==> src/aclp_pkg.sv <==
package aclp_pkg;

  typedef enum logic [3:0] {
    EV_BTN_SHORT = 4'd0,
    EV_BTN_LONG  = 4'd1,
    EV_BTN_OTHER = 4'd2,
    EV_HELLO     = 4'd3,
    EV_PING      = 4'd4,
    EV_I2C       = 4'd5,
    EV_TOUCH     = 4'd6,
    EV_ADC       = 4'd7,
    EV_TEMP      = 4'd8
  } ev_kind_t;

  localparam int unsigned C_BTN   = 0;
  localparam int unsigned C_HELLO = 1;
  localparam int unsigned C_PING  = 2;
  localparam int unsigned C_I2C   = 3;
  localparam int unsigned C_BOOP  = 4;
  localparam int unsigned C_ADC   = 5;
  localparam int unsigned C_TEMP  = 6;
  localparam int unsigned NCMD    = 7;

  // number flag bits
  localparam int unsigned NF_NEG  = 0;
  localparam int unsigned NF_SGN  = 1;
  localparam int unsigned NF_DIG  = 2;
  localparam int unsigned NF_STOP = 3;

  localparam logic [32:0] MAG_CAP = 33'h0_8000_0001;
  localparam logic [32:0] MAG_POS = 33'h0_7FFF_FFFF;
  localparam logic [32:0] MAG_NEG = 33'h0_8000_0000;

  localparam logic [7:0] CH_SPACE = 8'h20;
  localparam logic [7:0] CH_LF    = 8'h0A;
  localparam logic [7:0] CH_CR    = 8'h0D;

  typedef logic [7:0] text_t [0:7];

  localparam text_t CMD_TEXT [0:NCMD-1] = '{
    '{8'h42, 8'h54, 8'h4E, 8'h00, 8'h00, 8'h00, 8'h00, 8'h00},  // BTN
    '{8'h48, 8'h45, 8'h4C, 8'h4C, 8'h4F, 8'h00, 8'h00, 8'h00},  // HELLO
    '{8'h50, 8'h49, 8'h4E, 8'h47, 8'h00, 8'h00, 8'h00, 8'h00},  // PING
    '{8'h49, 8'h32, 8'h43, 8'h00, 8'h00, 8'h00, 8'h00, 8'h00},  // I2C
    '{8'h42, 8'h4F, 8'h4F, 8'h50, 8'h00, 8'h00, 8'h00, 8'h00},  // BOOP
    '{8'h41, 8'h44, 8'h43, 8'h00, 8'h00, 8'h00, 8'h00, 8'h00},  // ADC
    '{8'h54, 8'h45, 8'h4D, 8'h50, 8'h00, 8'h00, 8'h00, 8'h00}   // TEMP
  };
  localparam logic [4:0] CMD_LEN [0:NCMD-1] = '{5'd3, 5'd5, 5'd4, 5'd3, 5'd4, 5'd3, 5'd4};

  localparam text_t WORD_TEXT [0:2] = '{
    '{8'h53, 8'h48, 8'h4F, 8'h52, 8'h54, 8'h00, 8'h00, 8'h00},  // SHORT
    '{8'h4C, 8'h4F, 8'h4E, 8'h47, 8'h00, 8'h00, 8'h00, 8'h00},  // LONG
    '{8'h31, 8'h00, 8'h00, 8'h00, 8'h00, 8'h00, 8'h00, 8'h00}   // "1"
  };
  localparam logic [4:0] WORD_LEN [0:2] = '{5'd5, 5'd4, 5'd1};

  typedef struct packed {
    logic [32:0] mag;
    logic [3:0]  flags;
  } num_t;

  function automatic num_t num_feed(input logic [32:0] mag, input logic [3:0] f,
                                    input logic [7:0] c);
    num_t        r;
    logic [36:0] t;
    r.mag   = mag;
    r.flags = f;
    t       = {mag, 3'b000} + {2'b00, mag, 1'b0} + {33'd0, c[3:0]};
    if (!f[NF_STOP]) begin
      if (!(f[NF_DIG] | f[NF_SGN]) && (c == 8'h09 || c == 8'h0B || c == 8'h0C)) begin
        r.flags = f;
      end else if (!(f[NF_DIG] | f[NF_SGN]) && (c == 8'h2B || c == 8'h2D)) begin
        r.flags[NF_SGN] = 1'b1;
        if (c == 8'h2D) r.flags[NF_NEG] = 1'b1;
      end else if (c >= 8'h30 && c <= 8'h39) begin
        r.flags[NF_DIG] = 1'b1;
        r.mag = (t > {4'd0, MAG_CAP}) ? MAG_CAP : t[32:0];
      end else begin
        r.flags[NF_STOP] = 1'b1;
      end
    end
    return r;
  endfunction

  function automatic logic num_ok(input logic [32:0] mag, input logic [3:0] f);
    return f[NF_DIG] && (mag <= (f[NF_NEG] ? MAG_NEG : MAG_POS));
  endfunction

  // range check for 0..hi
  function automatic logic num_in(input logic [32:0] mag, input logic [3:0] f,
                                  input logic [32:0] hi);
    return num_ok(mag, f) && (f[NF_NEG] ? (mag == 33'd0) : (mag <= hi));
  endfunction

  function automatic logic [31:0] num_value(input logic [32:0] mag, input logic [3:0] f);
    return f[NF_NEG] ? (32'd0 - mag[31:0]) : mag[31:0];
  endfunction

  typedef struct packed {
    logic       ok;
    logic [3:0] d;
  } hex_t;

  function automatic hex_t hex_digit(input logic [7:0] c);
    hex_t r;
    r.ok = 1'b1;
    r.d  = 4'd0;
    if (c >= 8'h30 && c <= 8'h39)      r.d = c[3:0];
    else if (c >= 8'h61 && c <= 8'h66) r.d = 4'(c - 8'h57);
    else if (c >= 8'h41 && c <= 8'h46) r.d = 4'(c - 8'h37);
    else                                r.ok = 1'b0;
    return r;
  endfunction

endpackage

==> src/ascii_command_line_parser_top.sv <==
// Latency: an event word is valid the cycle after its CR/LF is accepted.
// Throughput: one byte per cycle while in_ready is high; all token state updates are made as the byte is accepted.
// The output register frees the input as soon as the pending word is taken.
// Reset (rst_n low, synchronous) clears the line state and the output valid;
// no clearing pass is needed.
module ascii_command_line_parser_top #(
  parameter int MAX_LINE = 256
) (
  input  logic        clk,
  input  logic        rst_n,
  input  logic        in_valid,
  output logic        in_ready,
  input  logic [7:0]  in_rx_byte,
  output logic        out_valid,
  input  logic        out_ready,
  output logic [3:0]  out_event_kind,
  output logic [30:0] out_item_index,
  output logic [31:0] out_item_value,
  output logic [63:0] out_sensor_rom,
  output logic [4:0]  out_sensor_rom_digits
);
  import aclp_pkg::*;

  localparam int LW = $clog2(MAX_LINE + 1);

  logic [LW-1:0] ln_r, ln_nxt;
  logic [2:0]    tn_r, tn_nxt;
  logic          it_r, it_nxt;
  logic [4:0]    pos_r, pos_nxt;
  logic [NCMD-1:0] cm_r, cm_nxt;
  logic [2:0]    wm_r, wm_nxt;
  logic [32:0]   n1_r, n1_nxt, n2_r, n2_nxt;
  logic [7:0]    nf_r, nf_nxt;
  logic [63:0]   rom_r, rom_nxt;
  logic [4:0]    rl_r, rl_nxt;
  logic          inv_r, inv_nxt;

  logic          ov_r;
  logic [3:0]    kind_r, kind_nxt;
  logic [30:0]   idx_r, idx_nxt;
  logic [31:0]   val_r, val_nxt;
  logic [63:0]   orom_r, orom_nxt;
  logic [4:0]    odig_r, odig_nxt;
  logic          emit;

  logic acc;
  assign in_ready = !ov_r || out_ready;
  assign acc      = in_valid && in_ready;

  always_comb begin
    logic [7:0] c;
    logic       is_term, clr, do_end, do_feed;
    logic [2:0] need;
    num_t       nr;
    hex_t       hx;
    c        = in_rx_byte;
    ln_nxt   = ln_r;
    tn_nxt   = tn_r;
    it_nxt   = it_r;
    pos_nxt  = pos_r;
    cm_nxt   = cm_r;
    wm_nxt   = wm_r;
    n1_nxt   = n1_r;
    n2_nxt   = n2_r;
    nf_nxt   = nf_r;
    rom_nxt  = rom_r;
    rl_nxt   = rl_r;
    inv_nxt  = inv_r;
    emit     = 1'b0;
    kind_nxt = EV_HELLO;
    idx_nxt  = '0;
    val_nxt  = '0;
    orom_nxt = '0;
    odig_nxt = '0;
    need     = 3'd1;
    is_term  = (c == CH_LF) || (c == CH_CR);
    clr      = 1'b0;
    do_end   = 1'b0;
    do_feed  = 1'b0;
    nr       = '0;
    hx       = hex_digit(c);

    if (acc) begin
      if (is_term) begin
        if (ln_r != '0) begin
          do_end = it_r;
          clr    = 1'b1;
        end
      end else if (ln_r >= LW'(MAX_LINE)) begin
        clr = 1'b1;
      end else begin
        ln_nxt = ln_r + LW'(1);
        if (c == CH_SPACE) begin
          do_end = it_r;
        end else begin
          do_feed = 1'b1;
          if (!it_r) begin
            it_nxt  = 1'b1;
            pos_nxt = '0;
            if (tn_r == 3'd2) wm_nxt = 3'b111;
          end
        end
      end
    end

    if (do_feed) begin
      unique case (tn_nxt)
        3'd0: begin
          for (int k = 0; k < NCMD; k++)
            if (pos_nxt >= CMD_LEN[k] || CMD_TEXT[k][pos_nxt[2:0]] != c) cm_nxt[k] = 1'b0;
        end
        3'd1: begin
          if (cm_nxt[C_BTN] || cm_nxt[C_BOOP] || cm_nxt[C_ADC]) begin
            nr = num_feed(n1_nxt, nf_nxt[3:0], c);
            n1_nxt = nr.mag;
            nf_nxt[3:0] = nr.flags;
          end else if (cm_nxt[C_TEMP]) begin
            if (!hx.ok || rl_nxt >= 5'd16) inv_nxt = 1'b1;
            else rom_nxt = {rom_nxt[59:0], hx.d};
            if (rl_nxt < 5'd31) rl_nxt = rl_nxt + 5'd1;
          end
        end
        3'd2: begin
          if (cm_nxt[C_BTN] || cm_nxt[C_BOOP]) begin
            for (int k = 0; k < 3; k++)
              if (pos_nxt >= WORD_LEN[k] || WORD_TEXT[k][pos_nxt[2:0]] != c)
                wm_nxt[k] = 1'b0;
          end else if (cm_nxt[C_TEMP]) begin
            nr = num_feed(n2_nxt, nf_nxt[7:4], c);
            n2_nxt = nr.mag;
            nf_nxt[7:4] = nr.flags;
          end
        end
        3'd3: begin
          if (cm_nxt[C_ADC]) begin
            nr = num_feed(n2_nxt, nf_nxt[7:4], c);
            n2_nxt = nr.mag;
            nf_nxt[7:4] = nr.flags;
          end
        end
        default: ;
      endcase
      if (pos_nxt < 5'd31) pos_nxt = pos_nxt + 5'd1;
    end

    if (do_end) begin
      unique case (tn_nxt)
        3'd0: begin
          for (int k = 0; k < NCMD; k++)
            if (CMD_LEN[k] != pos_nxt) cm_nxt[k] = 1'b0;
          if (cm_nxt == '0) inv_nxt = 1'b1;
        end
        3'd1: begin
          if (cm_nxt[C_BTN] && !num_in(n1_nxt, nf_nxt[3:0], MAG_POS)) inv_nxt = 1'b1;
          if (cm_nxt[C_BOOP] && !num_in(n1_nxt, nf_nxt[3:0], 33'd11)) inv_nxt = 1'b1;
          if (cm_nxt[C_ADC] && !num_in(n1_nxt, nf_nxt[3:0], 33'd2)) inv_nxt = 1'b1;
          if (cm_nxt[C_TEMP] && (rl_nxt < 5'd1 || rl_nxt > 5'd16)) inv_nxt = 1'b1;
        end
        3'd2: begin
          if (cm_nxt[C_BTN] || cm_nxt[C_BOOP])
            for (int k = 0; k < 3; k++)
              if (WORD_LEN[k] != pos_nxt) wm_nxt[k] = 1'b0;
          if (cm_nxt[C_TEMP] && !num_ok(n2_nxt, nf_nxt[7:4])) inv_nxt = 1'b1;
        end
        3'd3: begin
          if (cm_nxt[C_ADC] && !num_in(n2_nxt, nf_nxt[7:4], 33'd5000)) inv_nxt = 1'b1;
        end
        default: ;
      endcase
      if (tn_nxt < 3'd7) tn_nxt = tn_nxt + 3'd1;
      it_nxt = 1'b0;
    end

    // event on a terminated, non-empty line
    if (clr && is_term) begin
      emit = 1'b1;
      unique case (cm_nxt)
        NCMD'(1 << C_BTN): begin
          need     = 3'd3;
          kind_nxt = wm_nxt[0] ? EV_BTN_SHORT : (wm_nxt[1] ? EV_BTN_LONG : EV_BTN_OTHER);
          idx_nxt  = n1_nxt[30:0];
        end
        NCMD'(1 << C_HELLO): kind_nxt = EV_HELLO;
        NCMD'(1 << C_PING):  kind_nxt = EV_PING;
        NCMD'(1 << C_I2C):   kind_nxt = EV_I2C;
        NCMD'(1 << C_BOOP): begin
          need     = 3'd3;
          kind_nxt = EV_TOUCH;
          idx_nxt  = n1_nxt[30:0];
          val_nxt  = {31'd0, wm_nxt[2]};
        end
        NCMD'(1 << C_ADC): begin
          need     = 3'd4;
          kind_nxt = EV_ADC;
          idx_nxt  = n1_nxt[30:0];
          val_nxt  = num_value(n2_nxt, nf_nxt[7:4]);
        end
        NCMD'(1 << C_TEMP): begin
          need     = 3'd3;
          kind_nxt = EV_TEMP;
          val_nxt  = num_value(n2_nxt, nf_nxt[7:4]);
          orom_nxt = rom_nxt;
          odig_nxt = rl_nxt;
        end
        default: emit = 1'b0;
      endcase
      if (inv_nxt || tn_nxt == 3'd0 || tn_nxt < need) emit = 1'b0;
    end

    if (clr) begin
      ln_nxt  = '0;
      tn_nxt  = '0;
      it_nxt  = 1'b0;
      pos_nxt = '0;
      cm_nxt  = '1;
      wm_nxt  = '0;
      n1_nxt  = '0;
      n2_nxt  = '0;
      nf_nxt  = '0;
      rom_nxt = '0;
      rl_nxt  = '0;
      inv_nxt = 1'b0;
    end
  end

  always_ff @(posedge clk) begin
    if (!rst_n) begin
      ln_r  <= '0;
      tn_r  <= '0;
      it_r  <= 1'b0;
      pos_r <= '0;
      cm_r  <= '1;
      wm_r  <= '0;
      n1_r  <= '0;
      n2_r  <= '0;
      nf_r  <= '0;
      rom_r <= '0;
      rl_r  <= '0;
      inv_r <= 1'b0;
      ov_r  <= 1'b0;
    end else begin
      ln_r  <= ln_nxt;
      tn_r  <= tn_nxt;
      it_r  <= it_nxt;
      pos_r <= pos_nxt;
      cm_r  <= cm_nxt;
      wm_r  <= wm_nxt;
      n1_r  <= n1_nxt;
      n2_r  <= n2_nxt;
      nf_r  <= nf_nxt;
      rom_r <= rom_nxt;
      rl_r  <= rl_nxt;
      inv_r <= inv_nxt;
      if (emit)           ov_r <= 1'b1;
      else if (out_ready) ov_r <= 1'b0;
    end
  end

  always_ff @(posedge clk) begin
    if (emit) begin
      kind_r <= kind_nxt;
      idx_r  <= idx_nxt;
      val_r  <= val_nxt;
      orom_r <= orom_nxt;
      odig_r <= odig_nxt;
    end
  end

  assign out_valid             = ov_r;
  assign out_event_kind        = kind_r;
  assign out_item_index        = idx_r;
  assign out_item_value        = val_r;
  assign out_sensor_rom        = orom_r;
  assign out_sensor_rom_digits = odig_r;

endmodule

==> config.mk <==
export PLATFORM = sky130hd
export DESIGN_NAME = ascii_command_line_parser_top
export DESIGN_NICKNAME = d
export VERILOG_FILES = /design/src/aclp_pkg.sv /design/src/ascii_command_line_parser_top.sv
export SDC_FILE = /design/constraint.sdc
export NUM_CORES = 1
export LEC_CHECK = 0
export BUFFER_PORTS_ARGS = -buffer_cell sky130_fd_sc_hd__buf_4
export CAP_MARGIN = 20
export CORE_UTILIZATION = 30
export CTS_BUF_LIST = sky130_fd_sc_hd__clkbuf_8
export DETAILED_ROUTE_END_ITERATION = 8
export GPL_TIMING_DRIVEN = 0
export PLACE_DENSITY = 0.54
export REMOVE_ABC_BUFFERS = 1
export SKIP_LAST_GASP = 1
export SLEW_MARGIN = 0
export SYNTH_ARGS = -nofsm -noshare
export SYNTH_HDL_FRONTEND = slang
export SYNTH_SLANG_ARGS = --single-unit
==> constraint.sdc <==
create_clock -name clk -period 24.1 [get_ports clk]
set_input_delay 3.615 -clock clk [delete_from_list [all_inputs] [get_ports clk]]
set_output_delay 3.615 -clock clk [all_outputs]
set_load 0.05 [all_outputs]
Yosys cells after proc, flatten, opt, wreduce, memory -nomap -nowiden --
Memories as Yosys holds them, arrays and structs flattened. Index checks and enable logic that the tools add are counted.
Word-level totals: bits in read-only memories 640, bits of input ports 12, logic and storage cells 360, memories kept 10, bits in registers 309
Operators by class: reduce and logical (&&, ||, !) cells 73, mux-type cells 174, add/subtract/negate cells 11, equal/unequal tests 35, bitwise operators 9, order comparisons 27
Memory list:
- (no name shown) | words 8, bits a word 8, read ports 1, clocked after memory_dff 0, write ports 0, RTL line ascii_command_line_parser_top.sv:126 | if (pos_nxt >= WORD_LEN[k] || WORD_TEXT[k][pos_nxt[2:0]] != c)
- (no name shown) | words 8, bits a word 8, read ports 1, clocked after memory_dff 0, write ports 0, RTL line ascii_command_line_parser_top.sv:126
- (no name shown) | words 8, bits a word 8, read ports 1, clocked after memory_dff 0, write ports 0, RTL line ascii_command_line_parser_top.sv:126
- (no name shown) | words 8, bits a word 8, read ports 1, clocked after memory_dff 0, write ports 0, RTL line ascii_command_line_parser_top.sv:110 | if (pos_nxt >= CMD_LEN[k] || CMD_TEXT[k][pos_nxt[2:0]] != c) cm_nxt[k] = 1'b0;
- (no name shown) | words 8, bits a word 8, read ports 1, clocked after memory_dff 0, write ports 0, RTL line ascii_command_line_parser_top.sv:110
- (no name shown) | words 8, bits a word 8, read ports 1, clocked after memory_dff 0, write ports 0, RTL line ascii_command_line_parser_top.sv:110
- +4 memories
Operators with widths (number):
- $mux W33 | 13
- $mux W64 | 5
- $mux W8 | 20
- $mux W32 | 3
- $ne A8 B8 Y1 | 10
- $mux W1 | 77
- $add A36 B34 Y37 | 2
- $add A37 B4 Y37 | 2
- $gt A37 B32 Y1 const B | 2
- $mux W37 | 2
- $mux W35 | 2
- $le A33 B32 Y1 | 2
- $logic_not A33 Y1 | 2
- $pmux W33 S2 | 1
- $pmux W32 S2 | 1
- $mux W5 | 12
- $mux W3 | 15
- $eq A8 B4 Y1 const B | 5
- $mux W4 | 10
- $mux W7 | 5
- $le A33 B13 Y1 const B | 1
- $le A33 B2 Y1 const B | 1
- $le A33 B31 Y1 const B | 1
- $le A33 B4 Y1 const B | 1
- other kinds (57) | 134

Depth between registers and ports, before layout --
Gate-level depths: netlist (run 1).
word-level depth 29, depth in mapped cells 32

Least setup slack after synthesis (run 1) --
No wires, ideal clock.
kind in2reg, start in in_rx_byte[3], end reg kind_r[0] (netlist: out_event_kind[0]) (enable), slack 600 ps, stages on the path 30, arrival time 22536 ps, required time 23136 ps, library setup time 964 ps, cell sequence clkbuf_1 clkinv_1 fa_1 inv_1 ha_1 a211oi_2 o211ai_1 a32oi_2 nor3b_2 o22ai_1 a2111o_1 or4_4 o31a_4 nor2_4 clkbuf_1 a22oi_1 inv_1 ha_1 a21o_1 a21o_1 nor4_1 o221ai_1 a221oi_1 o211ai_1 nand3_1 a211o_1 a21oi_1 o41ai_1 a211oi_2 nor4_1
On the way: cells in the longest elaborated chain, start to end 27, elaborated cells between the ends (all ways) 229, classes of those cells add/sub (3); order compare (21); eq/ne (25); mux (125); bitwise (1); reduce/logical (47); memory (7)
RTL lines:
- from (decl) | RTL line ascii_command_line_parser_top.sv:13 | input logic [7:0] in_rx_byte,
- parallel branches: the longest is 26 deep, another holds $add A37 B4 Y37
- $mux W1 * | RTL line ascii_command_line_parser_top.sv:175 | if (clr && is_term) begin
- named net emit | RTL line ascii_command_line_parser_top.sv:44 | logic emit;
- to (signal assigned) | RTL line ascii_command_line_parser_top.sv:261 | kind_r <= kind_nxt;
- to (decl) | RTL line ascii_command_line_parser_top.sv:39 | logic [3:0] kind_r, kind_nxt;
Mark *: on every way through the listed nets, which the timed path passes. The select of a mux whose other input is x is not followed. A chain may end at the register's enable or synchronous reset.

Worst setup path after layout (run 1) --
start in in_rx_byte[2], end reg val_r[29] (netlist: out_item_value[29]) (enable)
On the way: cells in the longest elaborated chain, start to end 27, elaborated cells between the ends (all ways) 229, classes of those cells add/sub (3); order compare (21); eq/ne (25); mux (125); bitwise (1); reduce/logical (47); memory (7)
RTL lines:
- parallel branches: the longest is 26 deep, another holds $add A37 B4 Y37
- $mux W1 * | RTL line ascii_command_line_parser_top.sv:175
- named net emit | RTL line ascii_command_line_parser_top.sv:44
- to (signal assigned) | RTL line ascii_command_line_parser_top.sv:263 | val_r <= val_nxt;
- to (decl) | RTL line ascii_command_line_parser_top.sv:41 | logic [31:0] val_r, val_nxt;
Marks and branches as above.

==> results of run 1 <==
-- routing by layer --
metal / up-vias / part of all wire [%] / global-route usage (%) / wire (um)
li1: 9606 / - / - / -
met1: 9510 / 45 / 23.70 / 31140
met2: 615 / 47 / 30.52 / 32250
met3: 143 / 5.1 / 2.451 / 3503
met4: 0 / 3.2 / 6.579 / 2185
met5: - / 0 / 0 / 0
-- power breakdown --
group	total (W)	switching [W]	internal [W]
sequential	0.000547	0.00000282	0.000544
clock	0.000512	0.000242	0.000270
combinational	0.0000604	0.0000390	0.0000214
total	0.00112	0.000284	0.000835
-- critical path: cells and delay by family --
family,cells,cell delay (ns)
xor+xnor,1,0.19
buf+inv,10,2.05
simple gates,9,3.10
compound gates,11,3.60
fa+ha+maj,4,1.25
-- worst max-delay path by stage --
stage,from,endpoint,slack (ns),cells after the start
finish,in_rx_byte[2],out_item_value[29]$_SDFFCE_PN0P_,10.59,35
global route,in_rx_byte[2],out_item_value[23]$_SDFFCE_PN0P_,10.06,36
CTS,in_rx_byte[2],out_item_value[29]$_SDFFCE_PN0P_,10.75,35
detailed placement,in_rx_byte[2],out_item_value[22]$_SDFFCE_PN0P_,10.04,35
global placement,in_rx_byte[2],out_item_value[22]$_SDFFCE_PN0P_,-7.98,28
floorplan,in_rx_byte[3],out_event_kind[0]$_SDFFCE_PN1P_,0.80,26
-- area by class of cell --
| class | instances | share of cell area (%) |
|---|---|---|
| antenna | 2 | 0.01972 |
| tap | 950 | 4.684 |
| multi-input combinational | 2007 | 53.03 |
| clock inverter | 48 | 1.262 |
| clock buffer | 61 | 3.308 |
| sequential | 309 | 29.74 |
| timing repair buffer | 184 | 6.335 |
| inverter | 110 | 1.627 |
-- kinds of logic after synthesis --
kind of cell	count (synthesis)
mux	70
simple gates	982
xor+xnor	100
flops	309
buf+inv	226
fa+ha+maj	222
compound gates	633
-- registers in the layout (all words and copies together), names as in the netlist, 3 cells and up --
register / cells
rom_r: 64
cm_r: 7
n1_r: 33
out_item_index: 31
rl_r: 5
out_sensor_rom_digits: 5
wm_r: 3
pos_r: 5
out_item_value: 32
out_event_kind: 4
n2_r: 33
nf_r: 8
ln_r: 9
out_sensor_rom: 64
tn_r: 3
-- cell usage in the layout (no fill, tap or decap), types with 61 or more instances in the layout --
cell type,instances
dfxtp_1,173
ha_1,218
inv_1,119
clkbuf_8,61
xnor2_1,69
buf_4,167
o21ai_0,102
edfxtp_1,136
nor2_1,411
mux2i_1,67
nor3_1,61
a21oi_1,142
nand2_1,185
nand3_1,63
-- metrics by stage --
stage	area, um2	total power, W
final	25380	0.001119
after CTS	25300	0.001140
after global placement	23690	0.0006131
after global routing	25380	0.001166
after detailed placement	24140	0.0006175
after floorplan	21390	0.0005941
==> results.tsv, run 1 <==
stage	metric	value	unit
status	outcome	finished, final reports clean	
placement	dp.cells	3556	
clock_tree	cts_hold_buf	0	
logic_synthesis	synth-main-ff-cell	dfxtp_1	
timing	tightestPinTransition	1.077	ns
timing	clock_skew	0.05127	ns
logic_synthesis	synth_compound_area_share	19.77	%
logic_synthesis	synthArstFlopShare	0	%
clock_tree	cts_tree	built	
drt	ant_nets	0	
floorplan	die_h	272.1	um
logic_synthesis	syn_avg_cell_area	8.609	um2
timing	rsz0062_at_grt	false	
floorplan	fp.dieArea	74030	um2
hold_path	whs_endpoint	rom_r[61]$_SDFF_PP0_	
timing	post-route-period-util	56.05	%
global_routing	grt_pass1_wl	107800	um
cells_and_area	fillers	7501	
logic_synthesis	synth_cell_type_count	108	
cells_and_area	drive_gt1_share	12.47	%
logic_synthesis	ys_top_cells_by_area	edfxtp_1 19%, dfxtp_1 16%, ha_1 12%, nor2_1 7.0%, a21oi_1 3.2%	
drt	dr.pass1.iters	7	
drt	routed_wl	69080	um
floorplan	ios	150	
timing	setup_viol	0	
cells_and_area	instances_no_fill	3671	
logic_synthesis	ys_seq_area_share	34.49	%
cells_and_area	multi_input_area	13460	um2
global_routing	antenna_found_initial	2	
timing	fin_crit	13.51	ns
clock_tree	htreeDepth	2	
clock_tree	insertion_delay	0.68	ns
logic_synthesis	post-synth-top-count-cell	nor2_1	
timing	max_freq	74.04	MHz
worst_setup_path	path_max_fanout	27	
cells_and_area	final_util	35.32	%
floorplan	die_w	272.1	um
logic_synthesis	syn-cell-area	21880	um2
clock_tree	post-cts-setup-buffers	0	
clock_tree	cts_sinks	309	
worst_setup_path	worstSetupPathType	in -> reg	
worst_setup_path	slowest_delay	0.89	ns
global_routing	overflow	0	
logic_synthesis	ys_ff_latch	309	
worst_setup_path	r2r_slack	13.41	ns
floorplan	row_count	98	
worst_setup_path	crit_arrival	13.89	ns
placement	dp_hpwl	53580	um
logic_synthesis	synth_edf_count	136	
power	ir_worst_vdd	0.03657	mV
worst_setup_path	cpMaxStageDelayCell	a221oi_1	
clock_tree	cts-buffers-inserted	58	
logic_synthesis	synth_top_family_by_area	simple AND/OR/NAND/NOR gates	
worst_setup_path	critPathMostFrequentCell	buf_4	
cells_and_area	nets	2904	
power	power.leakage	10.69	nW
drt	drt_iter0_markers	1335	
logic_synthesis	synth_top_area_cell	edfxtp_1	
worst_setup_path	r2r-start	n1_r[2]$_SDFF_PP0_	
placement	io_buffers	149	
drt	via_count	19870	
logic_synthesis	yosysTopAreaCellShare	18.66	%
worst_setup_path	start_kind	input port	
logic_synthesis	ys_warn_count	0	
cells_and_area	ff_latch_area	7547	um2
job	cap_viol_max_count	0	
global_routing	grt_use_total	18.17	%
logic_synthesis	synth_commonest_cells	411 x nor2_1, 218 x ha_1, 185 x nand2_1	
timing	worst_slack	10.59	ns
logic_synthesis	synth_simple_gate_area_share	21.49	%
floorplan	core	71850	um2
cells_and_area	syn2layout_area_growth	15.97	%
hold_path	hold_depth	2	
logic_synthesis	yosys.area_share.xor_xnor	4.037	%
placement	gp_congestion	0.9210	
floorplan	start_util	30.46	%
power	power_density	44.11	nW/um2
worst_setup_path	reg2reg_to	out_item_value[29]$_SDFFCE_PN0P_	
placement	pre_cts_ws	10.04	ns
clock_tree	path_clk_slew	0.06	ns
global_routing	grt_pass1_vias	19340	
drt	wl_per_cell	18.82	um
clock_tree	cts_resized	0	
worst_setup_path	cp-end-kind	register	
worst_setup_path	cp.required	24.48	ns
timing	relSlewSlack	28.18	%
timing	finalSetupTns	0	ns
worst_setup_path	worst_r2r_path_depth	33	
hold_path	min_from	rom_r[61]$_SDFF_PP0_	
timing	drv_slew	0	
logic_synthesis	postSynthCellCount	2542	
clock_tree	cts_root_buffer	clkbuf_8	
hold_path	holdCritPathClass	reg -> reg	
timing	whs	0.4948	ns
timing	hold_viol	0	
logic_synthesis	synthAdderAreaFrac	12.83	%
clock_tree	cts.path.max_buffers	3	
drt	drc	0	
global_routing	grt_max_degree	52	
logic_synthesis	yosys-mux-area-fraction	3.219	%
drt	viasPerCell	5.414	
No activity file was read; power rests on OpenSTA's default activity.
==> inputs of run 2 (changes only) <==
--- a/config.mk
+++ b/config.mk
@@ -5,6 +5,7 @@
 export SDC_FILE = /design/constraint.sdc
 export NUM_CORES = 1
 export LEC_CHECK = 0
+export ABC_AREA = 1
 export BUFFER_PORTS_ARGS = -buffer_cell sky130_fd_sc_hd__buf_4
 export CAP_MARGIN = 20
 export CORE_UTILIZATION = 30
==> constraint.sdc (replaced) <==
create_clock -name clk -period 12.37 [get_ports clk]
set_input_delay 1.8555 -clock clk [delete_from_list [all_inputs] [get_ports clk]]
set_output_delay 1.8555 -clock clk [all_outputs]
set_load 0.05 [all_outputs]
==> run 2 against run 1 <==
Sequential power is 94% higher. Worst setup slack worse by 8.6 ns. Final cell count is 26% higher. Sequential share of layout area is 1.8 points lower. Global-route usage is 0.56 points lower. Largest power group is now the clock network. Combinational power is 85% higher. Synthesized cell count is 33% higher. Worst hold slack worse by 0.016 ns.
==> results.tsv, run 2 <==
stage	metric	value	unit	change
status	outcome	finished, final reports clean		
global_routing	grt_use_total	17.62	%	-0.56 points
timing	worst_slack	2.009	ns	-8.584 ns
logic_synthesis	ys_top_cells_by_area	edfxtp_1 17%, dfxtp_1 15%, nand2_1 14%, ha_1 12%, nor2_1 9.7%		
power	power_density	84.51	nW/um2	+92%
drt	ant_nets	0		unchanged
worst_setup_path	cp-end-kind	register		
timing	fin_crit	10.36	ns	
floorplan	row_count	101		+3.1%
global_routing	grt_pass1_vias	20380		+5.4%
logic_synthesis	ys_warn_count	0		unchanged
floorplan	core	76450	um2	+6.4%
placement	dp_hpwl	55650	um	+3.9%
clock_tree	insertion_delay	0.67	ns	about the same
placement	pre_cts_ws	1.375	ns	-8.664 ns
placement	postPlaceCellArea	25710	um2	+6.5%
floorplan	die_w	280.9	um	+3.2%
cells_and_area	drive_gt1_share	9.880	%	-2.6 points
timing	relSlewSlack	30.14	%	+2.0 points
logic_synthesis	synthArstFlopShare	0	%	unchanged
timing	drv_slew	0		unchanged
clock_tree	cts.path.max_buffers	3		unchanged
logic_synthesis	synth_top_area_cell	edfxtp_1		
logic_synthesis	syn-cell-area	23340	um2	+6.6%
logic_synthesis	synth_edf_count	136		unchanged
timing	setup_viol	0		unchanged
global_routing	overflow	0		unchanged
timing	clock_skew	0.05029	ns	-0.0009768 ns
drt	routed_wl	70320	um	+1.8%
floorplan	ios	150		unchanged
worst_setup_path	slowest_delay	0.69	ns	-0.20 ns
logic_synthesis	synth-main-ff-cell	dfxtp_1		
timing	hold_viol	0		unchanged
power	ir_worst_vdd	0.08094	mV	+120%
worst_setup_path	cpMaxStageDelayCell	fa_1		
worst_setup_path	path_max_fanout	33		+22%
drt	wl_per_cell	15.23	um	-19%
clock_tree	cts_sinks	309		unchanged
cells_and_area	final_area	27050	um2	+6.6%
clock_tree	cts_hold_buf	0		unchanged
clock_tree	cts_resized	0		unchanged
cells_and_area	syn2layout_area_growth	15.89	%	about the same
floorplan	die_h	280.9	um	+3.2%
floorplan	start_util	30.52	%	+0.069 points
drt	drt_iter0_markers	1330		-0.37%
placement	io_buffers	149		unchanged
timing	rsz0062_at_grt	false		
worst_setup_path	start_kind	input port		
timing	max_freq	96.51	MHz	
global_routing	antenna_found_initial	2		unchanged
power	power.leakage	12.76	nW	+19%
timing	whs	0.4787	ns	-0.01610 ns
job	cap_viol_max_count	0		unchanged
placement	gp_congestion	0.9108		-1.1%
logic_synthesis	postSynthCellCount	3383		+33%
cells_and_area	nets	3768		+30%
worst_setup_path	worstSetupPathType	in -> reg		
clock_tree	cts_root_buffer	clkbuf_8		
timing	tightestPinTransition	1.039	ns	-0.03812 ns
placement	dp.cells	4504		+27%
worst_setup_path	cp_top_family	simple AND/OR/NAND/NOR gates		
logic_synthesis	synth_commonest_cells	892 x nand2_1, 605 x nor2_1, 413 x inv_1		
logic_synthesis	yosysTopAreaCellShare	17.50	%	-1.2 points
worst_setup_path	critPathMostFrequentCell	nand2_1		
cells_and_area	final_util	35.38	%	+0.055 points
clock_tree	htreeDepth	2		unchanged
drt	dr.pass1.iters	5		-2
hold_path	holdCritPathClass	reg -> reg		
drt	viasPerCell	4.726		-13%
global_routing	grt_max_degree	72		+38%
logic_synthesis	synth_cell_type_count	68		-37%
cells_and_area	layout_common_cells	890 x nand2_1, 603 x nor2_1, 437 x inv_1		
clock_tree	cts_tree	built		
cells_and_area	fillers	8209		+9.4%
clock_tree	path_clk_slew	0.05	ns	about the same
logic_synthesis	post-synth-top-count-cell	nand2_1		
cells_and_area	instances_no_fill	4618		+26%
clock_tree	post-cts-setup-buffers	0		unchanged
floorplan	fp.dieArea	78910	um2	+6.6%
drt	via_count	21820		+9.8%
drt	drc	0		unchanged
global_routing	grt_pass1_wl	111200	um	+3.2%
clock_tree	cts-buffers-inserted	57		-1.7%
logic_synthesis	ys_ff_latch	309		unchanged
logic_synthesis	ys_seq_area_share	32.34	%	-2.1 points
worst_setup_path	crit_arrival	10.70	ns	-3.19 ns
worst_setup_path	cp.required	12.71	ns	-11.77 ns
timing	post-route-period-util	83.76	%	
worst_setup_path	path_buf_inv	6		-4
logic_synthesis	syn_avg_cell_area	6.898	um2	-20%
cells_and_area	layout_commonest_cell	nand2_1		
## run 2: worst reg2reg max path, delay by kind of cell (launching register included)
kind                     cells  cell delay, ns
AND/OR/NAND/NOR             32            4.97
flip-flops                   1            0.44
buffers and inverters        4            0.71
adder cells (fa/ha/maj)      3            1.24
AO/OA/AOI/OAI                7            1.03
XOR/XNOR                     1            0.24
## run 2: worst paths after layout
path | cells after the start | slack (ns) | end | from
worst min-delay path | 2 | 0.48 | nf_r[5]$_SDFFE_PP0P_ | nf_r[5]$_SDFFE_PP0P_
worst min register to register | 2 | 0.48 | nf_r[5]$_SDFFE_PP0P_ | nf_r[5]$_SDFFE_PP0P_
worst max-delay path | 44 | 2.01 | out_item_index[28]$_SDFFCE_PN0P_ | in_rx_byte[3]
worst max register to register | 47 | 3.37 | out_item_index[28]$_SDFFCE_PN0P_ | n2_r[2]$_SDFF_PP0_
## run 2: kinds of logic after synthesis
| family | Yosys count | share of synthesized area, % |
|---|---|---|
| XOR/XNOR | 33 | 1.238 |
| flip-flops | 309 | 32.34 |
| adder cells (fa/ha/maj) | 222 | 12.03 |
| multiplexers | 56 | 2.402 |
| AND/OR/NAND/NOR | 1893 | 34.03 |
| AO/OA/AOI/OAI | 362 | 9.409 |
| buffers and inverters | 508 | 8.546 |
## run 2: report_power, final
part / internal [W] / total (W) / switching, W
combinational: 0.0000323 / 0.000112 / 0.0000793
clock: 0.000641 / 0.00111 / 0.000469
sequential: 0.00106 / 0.00106 / 0.00000343
## run 2: per-stage QoR
step / TNS (ns) / total power, W
floorplan: -234.98 / 0.001160
global placement: -1022.55 / 0.001193
detailed placement: 0 / 0.001196
CTS: 0 / 0.002322
global route: 0 / 0.002378
finish: 0 / 0.002286
## run 2: layout make-up
cell class                      instances  area (um2)  share of cell area, %
Clock buffer                           63       867.1                  3.206
Sequential cell                       309        7547                  27.91
Multi-Input combinational cell       2566       13840                  51.17
Antenna cell                            5       12.51                0.04626
Tap cell                             1030        1289                  4.765
Clock inverter                         45       426.7                  1.578
Inverter                              436        1647                  6.088
Timing Repair Buffer                  164        1418                  5.241
## run 2: routing by layer
metal	GRT usage, %	part of all wire [%]
met1	23.67	47
met2	29.15	46
met3	2.536	4.9
met4	4.960	2.3
met5	0	0.018
==> inputs of run 3 (changes only) <==
--- a/config.mk
+++ b/config.mk
@@ -5,14 +5,14 @@
 export SDC_FILE = /design/constraint.sdc
 export NUM_CORES = 1
 export LEC_CHECK = 0
-export ABC_AREA = 1
+export ABC_AREA = 0
 export BUFFER_PORTS_ARGS = -buffer_cell sky130_fd_sc_hd__buf_4
 export CAP_MARGIN = 20
 export CORE_UTILIZATION = 30
 export CTS_BUF_LIST = sky130_fd_sc_hd__clkbuf_8
 export DETAILED_ROUTE_END_ITERATION = 8
 export GPL_TIMING_DRIVEN = 0
-export PLACE_DENSITY = 0.54
+export PLACE_DENSITY = 0.52
 export REMOVE_ABC_BUFFERS = 1
 export SKIP_LAST_GASP = 1
 export SLEW_MARGIN = 0
==> constraint.sdc (replaced) <==
create_clock -name clk -period 10.2 [get_ports clk]
set_input_delay 1.53 -clock clk [delete_from_list [all_inputs] [get_ports clk]]
set_output_delay 1.53 -clock clk [all_outputs]
set_load 0.05 [all_outputs]
==> run 3 against run 2 <==
Worst hold slack gained 0.016 ns. Total power grew 17%. First-iteration DRC count grew 19%. Worst setup slack lost 1.7 ns. Via count shrank 9.2%. Flip-flop and latch count is the same. Sequential power grew 22%. Utilization grew 0.28 points. Sequential share of layout area grew 1.6 points. Largest cell class unchanged. Highest routed layer unchanged.
==> results.tsv, run 3 (synthesized netlist as in run 1, its figures left out) <==
stage	metric	value	unit	change
hold_path	holdCritPathClass	reg -> reg		
clock_tree	path_clk_slew	0.06	ns	about the same
timing	tightestPinTransition	1.032	ns	-0.007330 ns
drt	ant_nets	0		unchanged
clock_tree	cts_hold_buf	0		unchanged
cells_and_area	layout_commonest_cell	nor2_1		
power	power.leakage	11.09	nW	-13%
power	power	0.002670	W	+17%
placement	gp_congestion	0.9166		+0.64%
timing	setup_viol	0		unchanged
cells_and_area	fillers	7462		-9.1%
timing	relSlewSlack	31.21	%	+1.1 points
timing	max_freq	100.6	MHz	
floorplan	core	71850	um2	-6.0%
hold_path	min_from	rom_r[62]$_SDFF_PP0_		
clock_tree	cts_sinks	309		unchanged
clock_tree	cts-buffers-inserted	57		unchanged
floorplan	start_util	30.46	%	-0.069 points
floorplan	die_h	272.1	um	-3.1%
global_routing	grt_max_degree	59		-18%
clock_tree	insertion_delay	0.71	ns	+0.04 ns
placement	pre_cts_ws	-1.449	ns	-2.824 ns
drt	drt_iter0_markers	1583		+19%
timing	finalSetupTns	0	ns	unchanged
worst_setup_path	cpMaxStageDelayCell	fa_1		
clock_tree	cts_root_buffer	clkbuf_8		
drt	drc	0		unchanged
timing	drv_slew	0		unchanged
worst_setup_path	path_max_fanout	21		-36%
drt	viasPerCell	5.385		+14%
floorplan	die_w	272.1	um	-3.1%
timing	worst_slack	0.2588	ns	-1.750 ns
floorplan	fp.dieArea	74030	um2	-6.2%
timing	fin_crit	9.941	ns	
global_routing	grt_use_total	18.52	%	+0.90 points
worst_setup_path	crit_arrival	10.38	ns	-0.32 ns
floorplan	row_count	98		-3.0%
clock_tree	cts_tree	built		
worst_setup_path	slowest_delay	0.62	ns	-0.07 ns
drt	dr.pass1.iters	5		unchanged
worst_setup_path	cp-end-kind	register		
cells_and_area	layout_common_cells	411 x nor2_1, 218 x ha_1, 185 x nand2_1		
drt	routed_wl	70290	um	about the same
global_routing	antenna_found_initial	3		+1
cells_and_area	syn2layout_area_growth	17.06	%	
cells_and_area	drive_gt1_share	13.26	%	+3.4 points
worst_setup_path	cp.required	10.63	ns	-2.08 ns
global_routing	overflow	0		unchanged
cells_and_area	nets	2915		-23%
timing	post-route-period-util	97.46	%	
drt	via_count	19820		-9.2%
timing	clock_skew	0.06062	ns	+0.01033 ns
status	outcome	finished, final reports clean		
placement	io_buffers	149		unchanged
power	ir_worst_vdd	0.09100	mV	+12%
global_routing	grt_pass1_vias	19340		-5.1%
timing	hold_viol	0		unchanged
global_routing	grt_pass1_wl	109600	um	-1.5%
worst_setup_path	startpoint	in_rx_byte[3]		
placement	dp_hpwl	54200	um	-2.6%
worst_setup_path	worstSetupPathType	in -> reg		
drt	wl_per_cell	19.10	um	+25%
worst_setup_path	start_kind	input port		
worst_setup_path	r2r-start	n2_r[2]$_SDFF_PP0_		
floorplan	ios	150		unchanged
cells_and_area	final_util	35.65	%	+0.28 points
clock_tree	cts.path.max_buffers	3		unchanged
power	power_density	104.2	nW/um2	+23%
clock_tree	htreeDepth	2		unchanged
timing	rsz0062_at_grt	false		
worst_setup_path	critPathMostFrequentCell	buf_4		
job	cap_viol_max_count	0		unchanged
-- run 3: cell count changes in the layout (fill, tap and decap cells not counted), moves of 31 or more --
cell | previous run | this run
inv_1 | 437 | 127
xnor2_1 | 2 | 69
a22oi_1 | 2 | 44
nand3_1 | 200 | 63
nand2_1 | 890 | 185
nor2_1 | 603 | 411
a21o_1 | 1 | 44
and2_1 | 3 | 34
-- run 3: metrics by stage --
stage,hold WS [ns],instance area (um2),std cells
after floorplan,0.4564,21390,2426
after global placement,0.4774,23690,3525
after detailed placement,0.4820,24220,3559
after CTS,0.5005,25440,3670
after global routing,0.5292,25620,3680
final,0.4944,25620,3680
-- run 3: power by group --
part	internal, W	switching, W
registers	0.00129	0.00000669
clock network	0.000661	0.000575
logic	0.0000498	0.0000926
-- run 3: per-layer routing --
metal / vias up / global-route usage (%) / routed length [um]
met5: - / 0 / 13
met4: 2 / 5.174 / 1633
met3: 107 / 2.883 / 3782
met2: 577 / 31.93 / 33590
met1: 9476 / 23.81 / 31270
li1: 9653 / - / -
-- run 3: final cells by class --
class,instances,area [um2],area share (%)
diodes,1,2.502,0.009768
clock buffers,61,839.6,3.277
clock inverters,46,329.1,1.285
inverters,110,419.2,1.636
multi-input cells,2007,13540,52.86
flip-flops and latches,309,7547,29.46
well taps,950,1189,4.640
repair buffers,196,1749,6.828
-- run 3: final timing paths --
kind                                           end  slack, ns  cells after the start
hold / removal                rom_r[62]$_SDFF_PP0_       0.49                      2
hold reg to reg               rom_r[62]$_SDFF_PP0_       0.49                      2
setup reg to reg  out_sensor_rom[27]$_SDFFCE_PN0P_       1.11                     35
setup / recovery  out_sensor_rom[27]$_SDFFCE_PN0P_       0.26                     36
-- run 3: worst max-delay path, delay by kind of cell --
family          cells  cell delay (ns)
fa+ha+maj           3             1.10
compound gates     13             3.82
buf+inv            12             2.13
simple gates        8             1.74
-- run 3: timing repair --
action,4_1_cts,5_1_grt
gates resized for setup,5,14
endpoints found under the hold margin,0,0
buffers inserted,4,5
pin swaps,3,7
setup endpoints to repair,101,74
